`src/rtl/core/assert_macros.svh`:
```
// Assertion macros shared by the queue RTL.
`ifndef ASSERT_MACROS_SVH
`define ASSERT_MACROS_SVH

// Same-cycle implication, checked on every rising clock edge outside reset.
`define ASSERT_IMPL(lbl, ante, cons) \
  lbl: assert property (@(posedge clk_i) disable iff (!rst_ni) (ante) |-> (cons)) \
    else $error("assertion failed");

// Next-cycle implication.
`define ASSERT_NEXT(lbl, ante, cons) \
  lbl: assert property (@(posedge clk_i) disable iff (!rst_ni) (ante) |=> (cons)) \
    else $error("assertion failed");

`endif

```
`src/rtl/core/dpq_pkg.sv`:
```
// Package: types, constants and codes of the double-ended priority queue.
`default_nettype none

package dpq_pkg;

  localparam int unsigned CAPACITY   = 1024;
  localparam int unsigned KEY_W      = 32;
  localparam int unsigned ID_W       = 31;
  localparam int unsigned CNT_W      = 11;
  localparam int unsigned GROUP_SIZE = 32;
  localparam int unsigned NUM_GROUPS = (CAPACITY + GROUP_SIZE - 1) / GROUP_SIZE;
  localparam int unsigned PAD_CELLS  = NUM_GROUPS * GROUP_SIZE;

  localparam logic [CNT_W-1:0] CNT_MAX = {CNT_W{1'b1}};
  localparam logic [CNT_W-1:0] CNT_ONE = CNT_W'(1);

  typedef enum logic [1:0] {
    ACT_INSERT  = 2'd0,
    ACT_POP_MAX = 2'd1,
    ACT_POP_MIN = 2'd2,
    ACT_NOP     = 2'd3
  } action_e;

  typedef enum logic [1:0] {
    ST_DONE  = 2'd0,
    ST_EMPTY = 2'd1,
    ST_FULL  = 2'd2
  } status_e;

  typedef enum logic [2:0] {
    OP_NONE,
    OP_INC,
    OP_DEC,
    OP_INSERT,
    OP_SHIFT_DOWN,
    OP_CLR_TOP
  } op_e;

  typedef enum logic [1:0] {
    S_IDLE,
    S_RED1,
    S_RED2,
    S_APPLY
  } state_e;

  typedef struct packed {
    action_e                  action;
    logic [ID_W-1:0]          client_id;
    logic signed [KEY_W-1:0]  priority_key;
  } in_t;

  typedef struct packed {
    logic [ID_W-1:0] popped_id;
    status_e         status;
  } out_t;

  // What a cell shows its neighbors.
  typedef struct packed {
    logic                    valid;
    logic                    lt;
    logic signed [KEY_W-1:0] key;
    logic [ID_W-1:0]         id;
    logic [CNT_W-1:0]        count;
  } cell_t;

  // Contribution of the selected cell to the reduction tree.
  typedef struct packed {
    logic            hit;
    logic            sat;
    logic            one;
    logic [ID_W-1:0] id;
  } red_t;

  // Broadcast update command.
  typedef struct packed {
    op_e                     op;
    logic signed [KEY_W-1:0] key;
    logic [ID_W-1:0]         id;
  } apply_t;

  localparam cell_t CELL_LO = '{valid: 1'b0, lt: 1'b1, key: '0, id: '0, count: '0};
  localparam cell_t CELL_HI = '{valid: 1'b0, lt: 1'b0, key: '0, id: '0, count: '0};
  localparam red_t  RED_ZERO = '{hit: 1'b0, sat: 1'b0, one: 1'b0, id: '0};

endpackage

`default_nettype wire

```
`src/rtl/core/dpq_reduce.sv`:
```
// Registered OR reduction of one group of cell contributions.
`default_nettype none

module dpq_reduce (
  input  wire logic     clk_i,
  input  wire logic     load_i,
  input  dpq_pkg::red_t part_i [dpq_pkg::GROUP_SIZE],
  output dpq_pkg::red_t sum_o
);

  dpq_pkg::red_t sum_d, sum_q;

  always_comb begin
    sum_d = dpq_pkg::RED_ZERO;
    for (int unsigned k = 0; k < dpq_pkg::GROUP_SIZE; k++) begin
      sum_d = sum_d | part_i[k];
    end
  end

  always_ff @(posedge clk_i) begin
    if (load_i) sum_q <= sum_d;
  end

  assign sum_o = sum_q;

endmodule

`default_nettype wire
```
`config.mk`:
```
export PLATFORM = sky130hd
export DESIGN_NAME = dpq_reduce
export DESIGN_NICKNAME = d
export VERILOG_FILES = /design/src/rtl/core/assert_macros.svh /design/src/rtl/core/dpq_pkg.sv /design/src/rtl/core/dpq_reduce.sv
export SDC_FILE = /design/constraint.sdc
export NUM_CORES = 1
export LEC_CHECK = 0
export ABC_AREA = 0
export BUFFER_PORTS_ARGS = -buffer_cell sky130_fd_sc_hd__buf_2
export CELL_PAD_IN_SITES_DETAIL_PLACEMENT = 1
export CELL_PAD_IN_SITES_GLOBAL_PLACEMENT = 1
export CORE_AREA = 2 2 436 438
export CTS_BUF_LIST = sky130_fd_sc_hd__clkbuf_4 sky130_fd_sc_hd__clkbuf_8 sky130_fd_sc_hd__clkbuf_16
export DETAILED_ROUTE_END_ITERATION = 16
export DIE_AREA = 0 0 438 440
export PLACE_DENSITY = 0.38
export SETUP_SLACK_MARGIN = 0.2
export SLEW_MARGIN = 20
export SYNTH_ARGS = -nofsm -noshare
export SYNTH_HDL_FRONTEND = slang
export SYNTH_SLANG_ARGS = --single-unit
```
`constraint.sdc`:
```
create_clock -name clk_i -period 1 [get_ports clk_i]
set_input_delay 0.2 -clock clk_i [delete_from_list [all_inputs] [get_ports clk_i]]
set_output_delay 0.2 -clock clk_i [all_outputs]
set_load 0.01 [all_outputs]
```
Word level (Yosys, flattened, before mapping)
Cells that the tools add are included.
{"block": "op_classes", "n_bitwise": 31}
{"operator": "$or 34x34->34", "count": 31}
{"block": "totals", "ff_bits": 34, "inputBits": 1090, "output_inout_bits": 34, "word_cells": 35}

Logic depth before layout (Yosys ltp)
Gate-level depths: netlist of run 1.
{"block": "depth", "depth_word": 31, "depth_mapped": 3}

Worst setup path before layout of run 1
OpenSTA, ideal clock, no wires.
{"block": "synth_path", "path_type": "input to register", "from": "input part_i[204] (netlist bit)", "to": "register sum_q (netlist bit sum_o[0]), data pin", "setup_time_ns": 0.259, "arrival_time_ns": 0.761, "required_ns": 0.741, "setup_slack_ns": -0.020, "stages": 3, "cell_sequence": "nor4_1 -> nand4_1 -> or2_1"}
{"element": "start, declared", "line": "dpq_reduce.sv:7", "rtl": "input dpq_pkg::red_t part_i [dpq_pkg::GROUP_SIZE],"}
{"element": "end signal, assigned", "line": "dpq_reduce.sv:21", "rtl": "if (load_i) sum_q <= sum_d;"}
{"element": "end, declared", "line": "dpq_reduce.sv:11", "rtl": "dpq_pkg::red_t sum_d, sum_q;"}

==> load_flow_metrics.sql, run 1 <==
INSERT INTO impl_metrics (metric_group, metric, value, unit) VALUES
('clock_tree', 'tritoncts', 'built', ''),
('clock_tree', 'cts.path.max_buffers', '2', ''),
('critical_path', 'worst_ep_required_time', '1.10', 'ns'),
('synthesis', 'syn-mean-instance-area', '8.76', 'um^2'),
('detailed_routing', 'first_iter_violations', '544', ''),
('synthesis', 'synth_cell_area', '3570', 'um^2'),
('die', 'row_cnt', '160', ''),
('global_routing', 'grt_pass1_vias', '10700', ''),
('worst_hold_path', 'worst_hold_path_type', 'input port to register', ''),
('timing', 'timing.final.ws_setup', '-1.02', 'ns'),
('clock_tree', 'cts_made_buffers', '5', ''),
('power_and_ir_drop', 'cellLeakagePower', '6.18', 'nW'),
('run_status', 'run_status', 'complete, but fails checks', ''),
('finish', 'ff_latch_area', '1020', 'um^2'),
('power_and_ir_drop', 'power_frac_comb', '0.551', ''),
('critical_path', 'crit_path_max_incr_delay', '0.74', 'ns'),
('timing', 'hold_viol', '0', ''),
('finish', 'number_of_flip_flops_under_the_largest_register_name', '34', ''),
('synthesis', 'synth_seq_area_share', '0.286', ''),
('global_routing', 'antenna_violations_before_repair', '174', ''),
('timing', 'tightest_slew', '0.799', 'ns'),
('synthesis', 'netlist-cell-type-count', '5', ''),
('synthesis', 'syn_nets', '1498', ''),
('placed_design', 'gp_routability_congestion', '0.947', ''),
('detailed_routing', 'detail-route-antenna-nets', '0', ''),
('clock_tree', 'numClockSinks', '34', ''),
('timing', 'timing.slew.headroom', '0.463', ''),
('detailed_routing', 'detail_route.wirelength', '123', 'mm'),
('die', 'boundaryPins', '1124', ''),
('global_routing', 'global_route.overflow_total', '0', ''),
('die', 'dieArea', '193000', 'um^2'),
('synthesis', 'ys_warn_count', '0', ''),
('finish', 'num-fill-cells', '22500', ''),
('finish', 'synthToLayoutAreaGrowth', '368', '%'),
('die', 'die_w', '438', 'um'),
('critical_path', 'critical_path.startpoint', 'part_i[1034]', ''),
('timing', 'report.final.setup_viol', '60', ''),
('placed_design', 'port_buffers', '1123', ''),
('global_routing', 'global_route.usage.total', '0.122', ''),
('timing', 'setup_repair_after_global_routing_missed_its_margin', 'true', ''),
('timing', 'final-max-slew-violation-count', '0', ''),
('power_and_ir_drop', 'switchingPower', '3.52', 'mW'),
('finish', 'final_common_cell', 'buf_2', ''),
('power_and_ir_drop', 'vdd.ir_drop.worst', '655', 'uV'),
('power_and_ir_drop', 'pwr_density_cell', '510', 'nW/um^2'),
('power_and_ir_drop', 'power_frac_seq', '0.197', ''),
('clock_tree', 'root_buffer', 'clkbuf_16', ''),
('timing', 'min_period_over_period', '2.02', ''),
('run_status', 'failed_checks', 'setup timing', ''),
('detailed_routing', 'drc', '0', ''),
('critical_path', 'critPathSlowestCell', 'nand4_1', ''),
('synthesis', 'ys_seq_elements', '34', ''),
('worst_hold_path', 'hold_path_origin', 'part_i[109]', ''),
('global_routing', 'grt_start_max_net_pins', '17', ''),
('critical_path', 'path_class', 'input port to register', ''),
('placed_design', 'place.detailed.hpwl', '119', 'mm'),
('clock_tree', 'cts_htree_levels', '2', ''),
('placed_design', 'place.detailed.instances', '4155', ''),
('detailed_routing', 'first_pass_iters', '4', ''),
('finish', 'most-common-layout-cells', 'buf_2 (995), nor4_2 (155), buf_6 (119), nor4_4 (109), buf_4 (105)', ''),
('detailed_routing', 'vias_cell', '2.54', ''),
('timing', 'post-route-min-period', '2.02', 'ns'),
('finish', 'final_core_util', '0.0887', ''),
('job', 'maxCapViolCount', '0', ''),
('timing', 'achievable-frequency', '495', 'MHz'),
('detailed_routing', 'routed-via-count', '10700', ''),
('critical_path', 'cp_arrival', '2.12', 'ns'),
('critical_path', 'critPathLaunchType', 'input port', ''),
('synthesis', 'syn_inst', '408', ''),
('clock_tree', 'cts.clk_slew.worst_paths', '0.11', 'ns'),
('finish', 'multi_input_gate_area_in_the_final_layout', '4950', 'um^2');
## metrics by stage
stage	cell area, um^2	setup slack, ns	setup TNS (ns)	power [mW]	hold slack [ns]
after global routing	16700	-1.14	-14.17	9.07	0.193
after detailed placement	14900	-1.89	-27.97	5.82	0.571
final	16700	-1.02	-11.57	8.52	0.187
after global placement	14900	-1.91	-30.06	5.79	0.563
after CTS	16300	-1.05	-13.71	8.87	0.145
after floorplan	5180	-0.00960	-0.326	2.09	0.312
## cell type report
class,count,area share
well taps,2511,0.188
repair buffers,1236,0.442
diodes,33,0.00494
clock inverters,2,0.000524
multi-input cells,374,0.296
flip-flops and latches,34,0.0611
clock buffers,6,0.00793
## worst max-delay path: cells and delay by family
| family | cells | cell delay (ns) |
|---|---|---|
| buf+inv | 1 | 0.10 |
| simple gates | 3 | 1.80 |
## cell usage after synthesis
library cell	count	area, um^2
edfxtp_1	34	1020
nand4_1	68	425
nor4_1	238	1490
nor4_2	34	425
or2_1	34	213
## power groups by stage
stage	registers, mW	clock network (mW)	logic (mW)
floorplan	1.73	0	0.362
global placement	1.71	0	4.08
detailed placement	1.71	0	4.12
CTS	1.69	2.52	4.66
global route	1.69	2.41	4.97
finish	1.68	2.14	4.70
## logic make-up after synthesis
logic type       share of synthesized area
DFF                                  0.286
and+or+nand+nor                      0.714
## final timing paths
path                   to  slack (ns)  cells past startpoint
max   sum_o[14]$_DFFE_PP_       -1.02                      4
min    sum_o[7]$_DFFE_PP_        0.19                      4
## routing by layer
layer  share of wire  vias up  GRT usage
met4           0.026      108     0.0235
met1            0.38     4982      0.141
met2            0.49      783      0.211
met3            0.10      321     0.0505
met5          0.0058        -          0
li1                -     4472          -
## repair_timing
action | 4_1_cts | 5_1_grt
pin swaps | 120 | 67
setup buffers | 0 | 0
gates resized for setup | 213 | 52
setup endpoints to repair | 68 | 68
No activity file was read; power rests on OpenSTA's default activity.
==> inputs of run 2 (changes only) <==
Settings changed: BUFFER_PORTS_ARGS -buffer_cell sky130_fd_sc_hd__buf_2 to -buffer_cell sky130_fd_sc_hd__clkbuf_2, RECOVER_POWER set to 25.
==> load_flow_metrics.sql, run 2 (synthesis gave the netlist of run 1 again) <==
INSERT INTO impl_metrics (metric_group, metric, value, unit) VALUES
('detailed_routing', 'detail-route-antenna-nets', '0', ''),
('worst_hold_path', 'hold_path_end', 'sum_o[18]$_DFFE_PP_', ''),
('finish', 'ratio_of_cells_with_drive_above_1_in_the_final_layout', '0.910', ''),
('timing', 'achievable-frequency', '505', 'MHz'),
('finish', 'final_common_cell', 'clkbuf_2', ''),
('clock_tree', 'cts_hold_buf', '0', ''),
('global_routing', 'antenna_violations_before_repair', '158', ''),
('global_routing', 'global_route.overflow_total', '0', ''),
('finish', 'ff_latch_area', '1020', 'um^2'),
('worst_hold_path', 'worst_hold_path_type', 'input port to register', ''),
('finish', 'stdcell_count', '4180', ''),
('placed_design', 'dpl-instance-area', '14900', 'um^2'),
('placed_design', 'port_buffers', '1123', ''),
('placed_design', 'gp_routability_congestion', '0.924', ''),
('clock_tree', 'cts_htree_levels', '2', ''),
('die', 'dieArea', '193000', 'um^2'),
('placed_design', 'place.detailed.hpwl', '120', 'mm'),
('critical_path', 'critPathCaptureType', 'register', ''),
('finish', 'num-fill-cells', '22600', ''),
('critical_path', 'crit_path_max_incr_delay', '0.70', 'ns'),
('detailed_routing', 'detail_route.wirelength', '124', 'mm'),
('timing', 'report.final.setup_viol', '62', ''),
('timing', 'hold_slack', '0.212', 'ns'),
('critical_path', 'cp_arrival', '2.08', 'ns'),
('run_status', 'run_status', 'complete, but fails checks', ''),
('die', 'row_cnt', '160', ''),
('placed_design', 'place.detailed.instances', '4150', ''),
('detailed_routing', 'first_pass_iters', '5', ''),
('die', 'die-height', '440', 'um'),
('global_routing', 'grt_start_max_net_pins', '16', ''),
('job', 'maxCapViolCount', '0', ''),
('finish', 'multi_input_gate_area_in_the_final_layout', '4810', 'um^2'),
('timing', 'setup_repair_after_global_routing_missed_its_margin', 'true', ''),
('power_and_ir_drop', 'pwr_density_cell', '515', 'nW/um^2'),
('clock_tree', 'root_buffer', 'clkbuf_16', ''),
('timing', 'final.setup.tns', '-12.32', 'ns'),
('critical_path', 'worst_ep_required_time', '1.10', 'ns'),
('die', 'boundaryPins', '1124', ''),
('clock_tree', 'cts_made_buffers', '5', ''),
('critical_path', 'critPathSlowestCell', 'nand4_1', ''),
('timing', 'timing.final.ws_setup', '-0.979', 'ns'),
('die', 'initial_utilization', '0.0189', ''),
('global_routing', 'grt_pass1_vias', '10500', ''),
('detailed_routing', 'route.detailed.wl_per_inst', '29.6', 'um'),
('critical_path', 'critPathLaunchType', 'input port', ''),
('clock_tree', 'postCtsSetupBuffers', '0', ''),
('finish', 'post_route_standard_cell_area_excluding_fillers', '16200', 'um^2'),
('power_and_ir_drop', 'cellLeakagePower', '6.26', 'nW'),
('global_routing', 'first_pass_grt_wire_length', '143', 'mm'),
('timing', 'final-max-slew-violation-count', '0', ''),
('clock_tree', 'cts.clk_slew.worst_paths', '0.09', 'ns'),
('clock_tree', 'numClockSinks', '34', ''),
('finish', 'number_of_flip_flops_under_the_largest_register_name', '34', ''),
('timing', 'hold_viol', '0', ''),
('finish', 'nets', '2736', ''),
('finish', 'synthToLayoutAreaGrowth', '354', '%'),
('global_routing', 'global_route.usage.total', '0.123', ''),
('worst_hold_path', 'hold_path_origin', 'part_i[698]', ''),
('die', 'floorplan.core_area', '189000', 'um^2'),
('die', 'die_w', '438', 'um'),
('critical_path', 'crit_path_cell_trace', 'buf_6, nor4_4, nand4_1, or2_1', ''),
('detailed_routing', 'drc', '0', ''),
('clock_tree', 'tritoncts', 'built', ''),
('critical_path', 'path_class', 'input port to register', ''),
('worst_hold_path', 'min_path_cells', '4', ''),
('detailed_routing', 'vias_cell', '2.51', ''),
('power_and_ir_drop', 'vdd.ir_drop.worst', '594', 'uV'),
('detailed_routing', 'routed-via-count', '10500', ''),
('critical_path', 'critical_path_peak_fanout', '1', ''),
('finish', 'most-common-layout-cells', 'clkbuf_2 (1046), nor4_2 (162), buf_4 (100), nor4_4 (97), nand4_1 (68)', ''),
('detailed_routing', 'first_iter_violations', '440', ''),
('timing', 'tightest_slew', '0.759', 'ns'),
('timing', 'post-route-min-period', '1.98', 'ns'),
('run_status', 'failed_checks', 'setup timing', ''),
('power_and_ir_drop', 'design_power_total', '8.35', 'mW'),
('timing', 'min_period_over_period', '1.98', ''),
('timing', 'timing.slew.headroom', '0.490', ''),
('clock_tree', 'cts.path.max_buffers', '2', '');
run 2: cell count changes in the layout (fill, tap and decap cells not counted), sizes merged:
cell | before | now
buf | 1236 | 165
diode | 33 | 23
clkbuf | 6 | 1071
run 2: power by group:
| part | internal (mW) | total, mW | switching, mW |
|---|---|---|---|
| sequential | 1.63 | 1.68 | 0.0484 |
| combinational | 2.26 | 4.56 | 2.30 |
| clock | 0.921 | 2.11 | 1.19 |
| total | 4.81 | 8.35 | 3.54 |
run 2: timing repair:
item	4_1_cts	5_1_grt
hold endpoints to repair	0	0
pin swaps	77	93
gates cloned	0	0
setup endpoints to repair	68	68
gates resized for setup	104	126
run 2: critical path: cells and delay by family:
| kind | cells | cell delay [ns] |
|---|---|---|
| simple gates | 3 | 1.76 |
| buf+inv | 1 | 0.10 |
run 2: per-layer routing:
| layer | vias up | global-route usage | wire (um) |
|---|---|---|---|
| met3 | 283 | 0.0595 | 13800 |
| met1 | 4903 | 0.137 | 46000 |
| met2 | 759 | 0.212 | 60500 |
| met5 | - | 0 | 701 |
| met4 | 112 | 0.0209 | 2750 |
| li1 | 4446 | - | - |
run 2: how the worst max path moves through the flow:
stage,startpoint,end,cells after the start
floorplan,part_i[918],sum_o[0]$_DFFE_PP_,3
global route,part_i[966],sum_o[14]$_DFFE_PP_,4
global placement,part_i[1034],sum_o[14]$_DFFE_PP_,4
CTS,part_i[1034],sum_o[14]$_DFFE_PP_,4
finish,part_i[966],sum_o[14]$_DFFE_PP_,4
detailed placement,part_i[1034],sum_o[14]$_DFFE_PP_,4
run 2: final cells by class:
| class | instances | area share |
|---|---|---|
| repair buffers | 1231 | 0.435 |
| clock buffers | 5 | 0.00771 |
| multi-input cells | 374 | 0.297 |
| flip-flops and latches | 34 | 0.0629 |
| clock inverters | 2 | 0.000617 |
| well taps | 2511 | 0.194 |
| diodes | 23 | 0.00355 |
run 2: metrics by stage:
step | worst slack [ns] | util
floorplan | -0.00960 | -
global placement | -1.97 | 0.0789
detailed placement | -1.99 | 0.0789
CTS | -1.18 | 0.0834
global route | -1.19 | 0.0859
finish | -0.979 | 0.0861
