<file path="src/rtl/core/assert_macros.svh">
// Assertion macros shared by the queue RTL.
`ifndef ASSERT_MACROS_SVH
`define ASSERT_MACROS_SVH

// Same-cycle implication, checked on every rising clock edge outside reset.
`define ASSERT_IMPL(lbl, ante, cons) \
  lbl: assert property (@(posedge clk_i) disable iff (!rst_ni) (ante) |-> (cons)) \
    else $error("assertion failed");

// Next-cycle implication.
`define ASSERT_NEXT(lbl, ante, cons) \
  lbl: assert property (@(posedge clk_i) disable iff (!rst_ni) (ante) |=> (cons)) \
    else $error("assertion failed");

`endif

</file>
<file path="src/rtl/core/dpq_pkg.sv">
// Package: types, constants and codes of the double-ended priority queue.
`default_nettype none

package dpq_pkg;

  localparam int unsigned CAPACITY   = 1024;
  localparam int unsigned KEY_W      = 32;
  localparam int unsigned ID_W       = 31;
  localparam int unsigned CNT_W      = 11;
  localparam int unsigned GROUP_SIZE = 32;
  localparam int unsigned NUM_GROUPS = (CAPACITY + GROUP_SIZE - 1) / GROUP_SIZE;
  localparam int unsigned PAD_CELLS  = NUM_GROUPS * GROUP_SIZE;

  localparam logic [CNT_W-1:0] CNT_MAX = {CNT_W{1'b1}};
  localparam logic [CNT_W-1:0] CNT_ONE = CNT_W'(1);

  typedef enum logic [1:0] {
    ACT_INSERT  = 2'd0,
    ACT_POP_MAX = 2'd1,
    ACT_POP_MIN = 2'd2,
    ACT_NOP     = 2'd3
  } action_e;

  typedef enum logic [1:0] {
    ST_DONE  = 2'd0,
    ST_EMPTY = 2'd1,
    ST_FULL  = 2'd2
  } status_e;

  typedef enum logic [2:0] {
    OP_NONE,
    OP_INC,
    OP_DEC,
    OP_INSERT,
    OP_SHIFT_DOWN,
    OP_CLR_TOP
  } op_e;

  typedef enum logic [1:0] {
    S_IDLE,
    S_RED1,
    S_RED2,
    S_APPLY
  } state_e;

  typedef struct packed {
    action_e                  action;
    logic [ID_W-1:0]          client_id;
    logic signed [KEY_W-1:0]  priority_key;
  } in_t;

  typedef struct packed {
    logic [ID_W-1:0] popped_id;
    status_e         status;
  } out_t;

  // What a cell shows its neighbors.
  typedef struct packed {
    logic                    valid;
    logic                    lt;
    logic signed [KEY_W-1:0] key;
    logic [ID_W-1:0]         id;
    logic [CNT_W-1:0]        count;
  } cell_t;

  // Contribution of the selected cell to the reduction tree.
  typedef struct packed {
    logic            hit;
    logic            sat;
    logic            one;
    logic [ID_W-1:0] id;
  } red_t;

  // Broadcast update command.
  typedef struct packed {
    op_e                     op;
    logic signed [KEY_W-1:0] key;
    logic [ID_W-1:0]         id;
  } apply_t;

  localparam cell_t CELL_LO = '{valid: 1'b0, lt: 1'b1, key: '0, id: '0, count: '0};
  localparam cell_t CELL_HI = '{valid: 1'b0, lt: 1'b0, key: '0, id: '0, count: '0};
  localparam red_t  RED_ZERO = '{hit: 1'b0, sat: 1'b0, one: 1'b0, id: '0};

endpackage

`default_nettype wire

</file>
<file path="src/rtl/core/dpq_cell.sv">
// One slot of the sorted cell row.
`default_nettype none

module dpq_cell (
  input  wire logic            clk_i,
  input  wire logic            rst_ni,
  input  wire logic            start_i,
  input  dpq_pkg::in_t         in_i,
  input  dpq_pkg::apply_t      apply_i,
  input  dpq_pkg::cell_t       prev_i,
  input  dpq_pkg::cell_t       next_i,
  output dpq_pkg::cell_t       self_o,
  output dpq_pkg::red_t        red_o
);

  logic                              valid_q, valid_d;
  logic signed [dpq_pkg::KEY_W-1:0]  key_q, key_d;
  logic [dpq_pkg::ID_W-1:0]          id_q, id_d;
  logic [dpq_pkg::CNT_W-1:0]         count_q, count_d;
  logic                              lt_q, lt_d;
  logic                              sel_q, sel_d;

  // compare/select flags, latched on the accept edge
  always_comb begin
    lt_d  = lt_q;
    sel_d = sel_q;
    if (start_i) begin
      lt_d = valid_q && (key_q < in_i.priority_key);
      case (in_i.action)
        dpq_pkg::ACT_INSERT:  sel_d = valid_q && (key_q == in_i.priority_key);
        dpq_pkg::ACT_POP_MAX: sel_d = valid_q && !next_i.valid;
        dpq_pkg::ACT_POP_MIN: sel_d = valid_q && !prev_i.valid;
        default:              sel_d = 1'b0;
      endcase
    end
  end

  always_comb begin
    valid_d = valid_q;
    key_d   = key_q;
    id_d    = id_q;
    count_d = count_q;
    case (apply_i.op)
      dpq_pkg::OP_INC: begin
        if (sel_q) count_d = count_q + dpq_pkg::CNT_ONE;
      end
      dpq_pkg::OP_DEC: begin
        if (sel_q) count_d = count_q - dpq_pkg::CNT_ONE;
      end
      dpq_pkg::OP_CLR_TOP: begin
        if (sel_q) valid_d = 1'b0;
      end
      dpq_pkg::OP_SHIFT_DOWN: begin
        valid_d = next_i.valid;
        key_d   = next_i.key;
        id_d    = next_i.id;
        count_d = next_i.count;
      end
      dpq_pkg::OP_INSERT: begin
        if (!lt_q) begin
          if (prev_i.lt) begin
            // insertion point
            valid_d = 1'b1;
            key_d   = apply_i.key;
            id_d    = apply_i.id;
            count_d = dpq_pkg::CNT_ONE;
          end else begin
            valid_d = prev_i.valid;
            key_d   = prev_i.key;
            id_d    = prev_i.id;
            count_d = prev_i.count;
          end
        end
      end
      default: ;
    endcase
  end

  always_ff @(posedge clk_i or negedge rst_ni) begin
    if (!rst_ni) begin
      valid_q <= 1'b0;
      lt_q    <= 1'b0;
      sel_q   <= 1'b0;
    end else begin
      valid_q <= valid_d;
      lt_q    <= lt_d;
      sel_q   <= sel_d;
    end
  end

  always_ff @(posedge clk_i) begin
    key_q   <= key_d;
    id_q    <= id_d;
    count_q <= count_d;
  end

  assign self_o = '{valid: valid_q, lt: lt_q, key: key_q, id: id_q, count: count_q};

  assign red_o.hit = sel_q;
  assign red_o.sat = sel_q && (count_q == dpq_pkg::CNT_MAX);
  assign red_o.one = sel_q && (count_q == dpq_pkg::CNT_ONE);
  assign red_o.id  = sel_q ? id_q : '0;

endmodule

`default_nettype wire

</file>
<file path="config.mk">
export PLATFORM = sky130hd
export DESIGN_NAME = dpq_cell
export DESIGN_NICKNAME = d
export VERILOG_FILES = /design/src/rtl/core/assert_macros.svh /design/src/rtl/core/dpq_pkg.sv /design/src/rtl/core/dpq_cell.sv
export SDC_FILE = /design/constraint.sdc
export NUM_CORES = 1
export LEC_CHECK = 0
export BUFFER_PORTS_ARGS = -buffer_cell sky130_fd_sc_hd__buf_2
export CAP_MARGIN = 15
export CORE_AREA = 8 8 148 150
export DETAILED_ROUTE_END_ITERATION = 6
export DIE_AREA = 0 0 156 158
export GPL_ROUTABILITY_DRIVEN = 0
export HOLD_SLACK_MARGIN = 0.15
export PLACE_DENSITY_LB_ADDON = 0.1
export SYNTH_ARGS = -nofsm -noshare
export SYNTH_HDL_FRONTEND = slang
export SYNTH_SLANG_ARGS = --single-unit
</file>
<file path="constraint.sdc">
create_clock -name clk_i -period 5.7 [get_ports clk_i]
set_clock_uncertainty 0.05 [all_clocks]
set_input_delay 0.285 -clock clk_i [delete_from_list [all_inputs] [get_ports clk_i]]
set_output_delay 0.285 -clock clk_i [all_outputs]
set_load 0.005 [all_outputs]
</file>
## Word level (Yosys, flattened, before mapping)

Index checks and enable logic that the tools add are counted.

- Reduce and logical (&&, ||, !) cells: 15
- Muxes and demuxes: 17
- Order comparisons: 1
- Equal/unequal tests: 14
- Add/subtract/negate cells: 2

Operators by type and width:

| cell | count |
|---|---|
| 31-bit two-way mux | 3 |
| 32-bit two-way mux | 2 |
| 32-bit one-hot mux with 2 select lines | 1 |
| 31-bit one-hot mux with 2 select lines | 1 |
| 11-bit two-way mux | 4 |
| 11-bit one-hot mux with 4 select lines | 1 |
| 32-bit == test | 1 |
| 32-bit less-than comparator | 1 |
| 11-bit by 1-bit adder with 11-bit output (second input constant) | 1 |
| 11-bit by 1-bit == test with 1-bit output (second input constant) | 1 |
| 11-bit == test (second input constant) | 1 |
| 11-bit by 1-bit subtractor with 11-bit output (second input constant) | 1 |
| 2-bit != test (second input constant) | 4 |
| 3-bit by 2-bit == test with 1-bit output (second input constant) | 2 |
| 3-bit == test (second input constant) | 2 |
| 1-bit logical AND | 6 |
| 1-bit one-hot mux with 3 select lines | 2 |
| 4-bit AND reduction | 1 |
| 4-bit nonzero test | 1 |
| 3-bit by 1-bit == test with 1-bit output (second input constant) | 1 |
| 1-bit two-way mux | 3 |
| 3-bit AND reduction | 1 |
| 3-bit nonzero test | 1 |
| 2-bit by 1-bit == test with 1-bit output (second input constant) | 1 |
| 5 further kinds | 6 |

- Register bits: 77
- Output and inout port bits: 110

## Logic depth before layout (Yosys ltp)

Gate-level depths: netlist (run 1).

- Depth in word-level cells: 3
- Gate-level depth with buffers: 8
- Mapped depth without buffers: 8

## Worst setup path before layout (run 1)

Ideal clock, no wire load.

- Path type: input-to-reg
- Start: input apply_i[63] in the netlist's numbering
- End: register id_q[0] in the netlist's numbering, enable pin
- Required time: 5079 ps
- Cell stages on the path: 5
- Buffers on the path: 3
- Path slack: -430 ps
- Data arrival time: 5509 ps
- Path through: clkbuf_1 > nand2_1 > buf_2 > buf_1 > o21ai_0

- Word-level cells in the longest chain between the ends: 3
- Elaborated cells between the ends (all ways): 5

Ends and longest elaborated chain:

| item | line | source |
|---|---|---|
| start, declared | dpq_cell.sv:9 | `input dpq_pkg::apply_t apply_i,` |
| 3-bit by 2-bit == test with 1-bit output / 3-bit == test (equally long branches) | dpq_cell.sv:43 | `case (apply_i.op)` |
| 2-bit != test (no line) / 2-bit nonzero test (equally long branches) | - |  |
| 2-bit AND reduction (no line) * | - |  |
| end signal, assigned | dpq_cell.sv:93 | `id_q <= id_d;` |
| end, declared | dpq_cell.sv:18 | `logic [dpq_pkg::ID_W-1:0] id_q, id_d;` |

Mark *: on every way between the ends. The rest lies on a longest branch, timed or not.
A chain may end at the register's enable or synchronous reset.

## Final worst setup path (run 1)

- Start: input apply_i[64] in the netlist's numbering
- End: register count_q[6] in the netlist's numbering (data pin)

- Word-level cells in the longest chain between the ends: 2
- Elaborated cells between the ends (all ways): 5

Ends and longest elaborated chain:

| item | line | source |
|---|---|---|
| 3-bit by 2-bit == test with 1-bit output (tied with other cells) | dpq_cell.sv:43 |  |
| 11-bit one-hot mux with 4 select lines * | dpq_cell.sv:43 |  |
| net count_d (one bit) | dpq_cell.sv:19 | `logic [dpq_pkg::CNT_W-1:0] count_q, count_d;` |
| end signal, assigned | dpq_cell.sv:94 | `count_q <= count_d;` |
| end, declared | dpq_cell.sv:19 |  |

Mark *: on every way through the listed nets, which the timed path passes. The rest lies on a longest branch.

==> results of run 1 <==
==> power by group <==
part | leakage (nW) | internal, mW | switching (mW)
Combinational | 3.10 | 0.173 | 0.174
Sequential | 0.735 | 0.674 | 0.0326
Clock | 0.136 | 0.332 | 0.233
==> placed cells by master (no fill, tap or decap), types with 2 or more instances in the layout <==
| cell | n |
|---|---|
| nor3_2 | 2 |
| and3_1 | 2 |
| nor3_1 | 7 |
| or4_1 | 2 |
| clkinv_1 | 2 |
| edfxtp_1 | 74 |
| nand4_1 | 6 |
| nand3_1 | 10 |
| and4_1 | 2 |
| a211oi_1 | 2 |
| xor2_1 | 4 |
| a22oi_1 | 5 |
| o21ai_1 | 3 |
| dfrtp_1 | 3 |
| nand2_1 | 83 |
| a222oi_1 | 3 |
| nor2_1 | 19 |
| nand2b_1 | 3 |
| a221oi_1 | 3 |
| o21ai_0 | 72 |
| inv_1 | 41 |
| a221o_1 | 2 |
| clkinv_2 | 2 |
| clkbuf_16 | 9 |
| mux2i_1 | 63 |
| nor2b_1 | 3 |
| buf_2 | 362 |
| o211ai_1 | 3 |
| buf_4 | 6 |
| a21oi_1 | 21 |
| and2_1 | 31 |
| o22ai_1 | 3 |
| ha_1 | 38 |
| xnor2_1 | 9 |
==> flip-flops by register name (all words and copies together), names as in the netlist <==
signal,cells
count_q,11
id_q,31
key_q,32
lt_q,1
sel_q,1
valid_q,1
==> layout make-up <==
type,instances,area share [%]
repair buffers,369,24.0
flip-flops and latches,77,29.5
well taps,270,4.34
multi-input cells,419,36.6
inverters,41,1.98
clock inverters,6,0.707
clock buffers,9,2.89
==> per-stage QoR <==
stage / hold slack (ps) / total power, mW / utilization [%]
after floorplan: -60.6 / 0.890 / -
final: 174 / 1.62 / 39.5
after global placement: 36.1 / 1.07 / 38.0
after CTS: 152 / 1.65 / 39.5
after global routing: 165 / 1.71 / 39.5
after detailed placement: 38.9 / 1.07 / 38.0
==> cell families after synthesis <==
| family | synth area share [%] |
|---|---|
| XOR/XNOR | 2.09 |
| flip-flops | 42.3 |
| adder cells (fa/ha/maj) | 8.75 |
| buffers and inverters | 5.71 |
| AO/OA/AOI/OAI | 13.3 |
| AND/OR/NAND/NOR | 16.1 |
| multiplexers | 11.8 |
==> metal layers <==
metal	wire [microns]	part of all wire, %	up-vias	global-route usage, %
met3	1710	8.3	14	5.19
met4	246	1.2	0	4.67
met5	0	0	-	0
met1	8260	40	2361	17.9
met2	10500	51	217	29.6
li1	-	-	2732	-
==> critical path, cell delays in order <==
cell and delay (ps):
buf_2 130, and2b_1 240, nand2_4 420, buf_4 630, nor2_2 250, a222oi_1 290
o21ai_0 130
==> path summary, 6_finish.rpt <==
check / endpoint / slack (ps) / cells after the start
worst max register to register: sel_q / 3510 / 6
max in group asynchronous: sel_q / 5230 / 2
worst min-delay path: id_q[5] / 170 / 3
worst max-delay path: count_q[6] / 3310 / 7
min in group asynchronous: lt_q / 260 / 2
worst min register to register: lt_q / 550 / 2
==> what timing repair did <==
| item | CTS | global route |
|---|---|---|
| resized for setup | 0 | 0 |
| hold buffers | 1 | 0 |
| endpoints found under the setup margin | 0 | 0 |
| endpoints found under the hold margin | 3 | 0 |
==> results.md, run 1 <==
- Largest net degree at the start of global routing: 78
- Tcrit/Tclk final: 42.0%
- RSZ-0062 raised after global routing: false
- Die ar.: 0.0246 sq mm
- NumNets Final: 1241
- First-pass iteration count of the detailed router: 4
- Post-synth EDFFs: 74
- Placement Setup Slack: roughly 2900 ps
- Share of layout cells above drive strength 1: between 40% and 50%
- Avg Cell Area, Syn: 9.50 sq um
- FF/Latch Area: 0.00230 sq mm
- Least-Margin Pin Slew: 849 ps
- Clock root buffer: clkbuf_16
- Register area share after synthesis: between 40% and 50%
- Max Cap Viol: 0
- Final setup fails: 0
- Starting Density: 27.6%
- Peak supply drop: 0.116 mV
- Worst-skew pair later-pin latency: 340 ps
- Worst Setup SP: apply_i[64]
- FMAX: 418 MHz
- Final hold violations: 0
- Diode count: 0
- First-pass GRT wire length: 30.8 mm
- Initial antenna violation count: 0
- Vias in the first global route: 5597
- I/O Buffers: 363
- H-tree Lvls: 3
- Synth Net Count: 896
- Post-Route Setup TNS: 0 ps
- Mapped Area: about 0.0054 sq mm
- Post-synth top area cell: edfxtp_1
- Finished Layout Cells: 1191
- Placed instance area: around 0.0075 sq mm
- Final WL: approximately 21 mm
- Crit start category: input pin
- Count leader, synth: nand2_1
- Pwr dens: between 200 and 250 mW/mm^2
- Most used DFF post-synth: edfxtp_1
- Setup CP Type: input pin to flop
- Min cycle time layout: roughly 2400 ps
- DRC: 0
- Synth-to-Final Area Change: 43.2%
- Outcome: finished clean
- Leakage: 3.97 nW
- Rel. slew slack: a little over two fifths
- Die Ht: 158 microns
- Die X-Extent: 156 microns
- Via-to-Cell Ratio: 4.47
- Crit. End Element: flop
- Core ar.: 0.0197 sq mm
- Post-Place Cells: between 1000 and 1500
- Seq cells post-synth: 77
- Vias post-DR: about 5300
- Rows: 52
- DRT antenna net count: 0
- Hold path start: next_i[16]
- Hold crit path type: input pin to flop
- Worst-path maximum fanout: 77
- Post-route cell area: 0.00778 sq mm
- Netlist cell types: 49
- Routed WL per cell: 17.4 microns
- Reg clk slew, reported paths: around 60 ps
- Detailed Place HPWL: 17.0 mm
- Top-area cell type share of the netlist area: about two fifths
- Clock sink count: 77
- Boundary pin count: 396
- Initial DRC count: 214
- Overflow after GRT: 0
- Setup Buffers After CTS: 0
- Bufs on Longest Clock Path: 2
- Area of the multi-input gates: between 0.002 and 0.003 sq mm
- Max-slew violations: 0
- FILL cells: 2058
- Post-Syn Instances: 572
- Setup WS post-layout: 3310 ps
- Area contributors post-synth: edfxtp_1, mux2i_1, ha_1
- Total CTS buffers: 9
- Reg-to-Reg Start: key_q[14]
- Syn. warnings: 0
- Commonest cells post-synth: nand2_1, edfxtp_1, o21ai_0
- Overall global routing resource usage: between 15 and 20%
- CTS tree: built
- Arrival time at the worst endpoint: 2420 ps
- Async SR Flop Fraction: 3.90%
- Crit path required time: 5730 ps
No activity file was read; power rests on OpenSTA's default activity.
==> inputs of run 2 (changes only) <==
Settings changed: ABC_AREA set to 1.
Clock period 5.7 ns to 2.5 ns, I/O delays scaled along.
==> results.md, run 2 <==
- Starting Density: 29.4% (+1.8 points)
- Crit. End Element: flop
- FMAX: 436 MHz
- First-pass GRT wire length: 35.3 mm (+15%)
- Hold crit path type: input pin to flop
- Sw frac: 27.3% (+0.17 points)
- Post-Route Setup TNS: 0 ps (unchanged)
- Final hold violations: 0 (unchanged)
- Async SR Flop Fraction: 3.90% (unchanged)
- Netlist cell types: 39 (-20%)
- Final WL: 23.2 mm (+12%)
- Total CTS buffers: 9 (unchanged)
- Vias in the first global route: 6823 (+22%)
- Worst-path maximum fanout: 5 (-94%)
- Mapped Area: 0.00579 sq mm (+6.5%)
- Peak supply drop: 0.335 mV (+190%)
- Pwr dens: 430 mW/mm^2 (+110%)
- Largest net degree at the start of global routing: 71 (-9.0%)
- Area contributors post-synth: edfxtp_1, nand2_1, o21ai_0
- Detailed Place HPWL: 18.1 mm (+6.4%)
- Leakage: 5.23 nW (+32%)
- Overflow after GRT: 0 (unchanged)
- Overall global routing resource usage: 18.5% (+2.2 points)
- Via-to-Cell Ratio: 4.31 (-3.6%)
- Top-area cell type share of the netlist area: 38.4% (-2.5 points)
- Comb power frac: 26.1% (+4.7 points)
- First-pass iteration count of the detailed router: 5 (+1)
- Net switching power: 1.12 mW (+150%)
- Setup CP Type: flop to flop
- Bufs on Longest Clock Path: 2 (unchanged)
- Clock share of power: 34.5% (-0.4 points)
- Flop pwr share: 39.4% (-4.2 points)
- Post-Syn Instances: 794 (+39%)
- Diode count: 0 (unchanged)
- Share of layout cells above drive strength 1: 32.3% (-10 points)
- Commonest non-fill, non-tap cells in the layout: buf_2, nand2_1, inv_1
- Die ar.: 0.0246 sq mm (unchanged)
- I/O Buffers: 363 (unchanged)
- Vias post-DR: 6664 (+25%)
- Syn. warnings: 0 (unchanged)
- Max-slew violations: 0 (unchanged)
- Crit start category: flop
- H-tree Lvls: 3 (unchanged)
- DRT antenna net count: 0 (unchanged)
- Reg clk slew, reported paths: 70 ps (about the same)
- Hold Slack: 147 ps (-26.8 ps)
- Clock sink count: 77 (unchanged)
- Register area share after synthesis: 39.7% (-2.6 points)
- R2R setup slack: 210 ps (-3300 ps)
- Boundary pin count: 396 (unchanged)
- Final setup fails: 0 (unchanged)
- Internal power: 2.98 mW (+150%)
- Avg Cell Area, Syn: 7.29 sq um (-23%)
- Count leader, synth: nand2_1
- DRC: 0 (unchanged)
- NumNets Final: 1596 (+29%)
- Die X-Extent: 156 microns (unchanged)
- Top reg by flops: key_q
- Arrival time at the worst endpoint: 2340 ps (-80 ps)
- Synth-to-Final Area Change: 64.7%
- Max FFs per register: 32 (unchanged)
- Most used DFF post-synth: edfxtp_1
- Seq cells post-synth: 77 (unchanged)
- Worst-skew pair later-pin latency: 340 ps (about the same)
- Clock root buffer: clkbuf_16
- Initial antenna violation count: 3 (+3)
- Routed WL per cell: 15.0 microns (-14%)
- Commonest non-fill, non-tap cell in the layout: buf_2
- RSZ-0062 raised after global routing: false
- Largest regs: key_q (32), id_q (31), count_q (11)
- Rel. slew slack: 56.3% (+13 points)
- Rows: 52 (unchanged)
- Die Ht: 158 microns (unchanged)
- Crit path required time: 2550 ps (-3180 ps)
- Max Cap Viol: 0 (unchanged)
- Min cycle time layout: 2290 ps
- Tcrit/Tclk final: a little over 90%
- Synth Net Count: 1118 (+25%)
- CTS tree: built
- Post-synth top area cell: edfxtp_1
- Post-synth EDFFs: 74 (unchanged)
- Least-Margin Pin Slew: 653 ps (-197 ps)
- Core ar.: 0.0197 sq mm (unchanged)
- Outcome: finished clean
- Initial DRC count: 254 (+19%)
- Commonest cells post-synth: nand2_1, inv_1, o21ai_0
## run 2: changes by cell type after synthesis, sizes merged, moves of 10 or more
cell	delta
and2	-31
inv	+123
mux2i	-63
nand2	+144
nand3	+10
o21ai	+69
## run 2: critical path: stages (launching register included)
cell	delay, ps
edfxtp_1	450
inv_1	160
ha_1	200
inv_1	50
nor2_1	170
nand3_1	110
o21ai_0	200
nand4_1	100
dlygate4sd3_1	560
## run 2: metrics by stage
step                      cells  setup slack (ps)  power (mW)  instance area (sq um)  utilization, %
after floorplan             794               262        2.08                   5800               -
after global placement     1399               525        2.50                   7870            39.9
after detailed placement   1399               515        2.51                   7870            39.9
after CTS                  1544              74.1        4.13                   9480            48.1
after global routing       1547              21.8        4.34                   9530            48.3
final                      1547               207        4.10                   9530            48.3
## run 2: repair_timing
action / CTS / global route
resized for setup: 0 / 5
hold buffers: 129 / 0
setup buffers: 0 / 4
setup endpoints to repair: 0 / 2
endpoints found under the hold margin: 80 / 0
## run 2: power by group through the flow
stage / clock, mW / combinational, mW / sequential (mW)
2_1_floorplan: 0 / 0.444 / 1.63
3_3_place_gp: 0 / 0.860 / 1.64
3_5_place_dp: 0 / 0.868 / 1.64
4_1_cts: 1.45 / 1.06 / 1.62
5_1_grt: 1.49 / 1.22 / 1.63
6_report: 1.41 / 1.07 / 1.62
## run 2: per-layer routing
| metal | up-vias | wire length [microns] | track usage [%] |
|---|---|---|---|
| met2 | 242 | 11700 | 33.6 |
| li1 | 3498 | - | - |
| met5 | - | 35 | 0 |
| met4 | 6 | 700 | 8.09 |
| met1 | 2882 | 8950 | 19.6 |
| met3 | 36 | 1800 | 5.21 |
## run 2: kinds of logic (layout without fill, tap and decap cells)
family | after synthesis | in the layout | synth area share [%]
AOI/OAI and AO/OA | 180 | 180 | 16.3
and+or+nand+nor | 293 | 293 | 21.4
adders and majority gates | 38 | 38 | 8.21
xor gates and xnor gates | 3 | 3 | 0.454
DFF | 77 | 77 | 39.7
buffers and inverters | 202 | 685 | 13.8
muxes | 1 | 1 | 0.195
## run 2: final cells by class
class                   count  area (sq um)
clock buffers               9           225
inverters                 164           616
well taps                 270           338
repair buffers            505          3220
fillers                  2026         10200
flip-flops and latches     77          2300
multi-input cells         515          2750
clock inverters             7          90.1
## run 2: path summary, 6_finish.rpt
| check | cells after the start | end | start |
|---|---|---|---|
| worst min register to register | 1 | valid_q | valid_q |
| worst max register to register | 8 | count_q[6] | count_q[0] |
| max in group asynchronous | 3 | lt_q | rst_ni |
| worst max-delay path | 8 | count_q[6] | count_q[0] |
| min in group asynchronous | 3 | sel_q | rst_ni |
| worst min-delay path | 3 | key_q[28] | prev_i[70] |
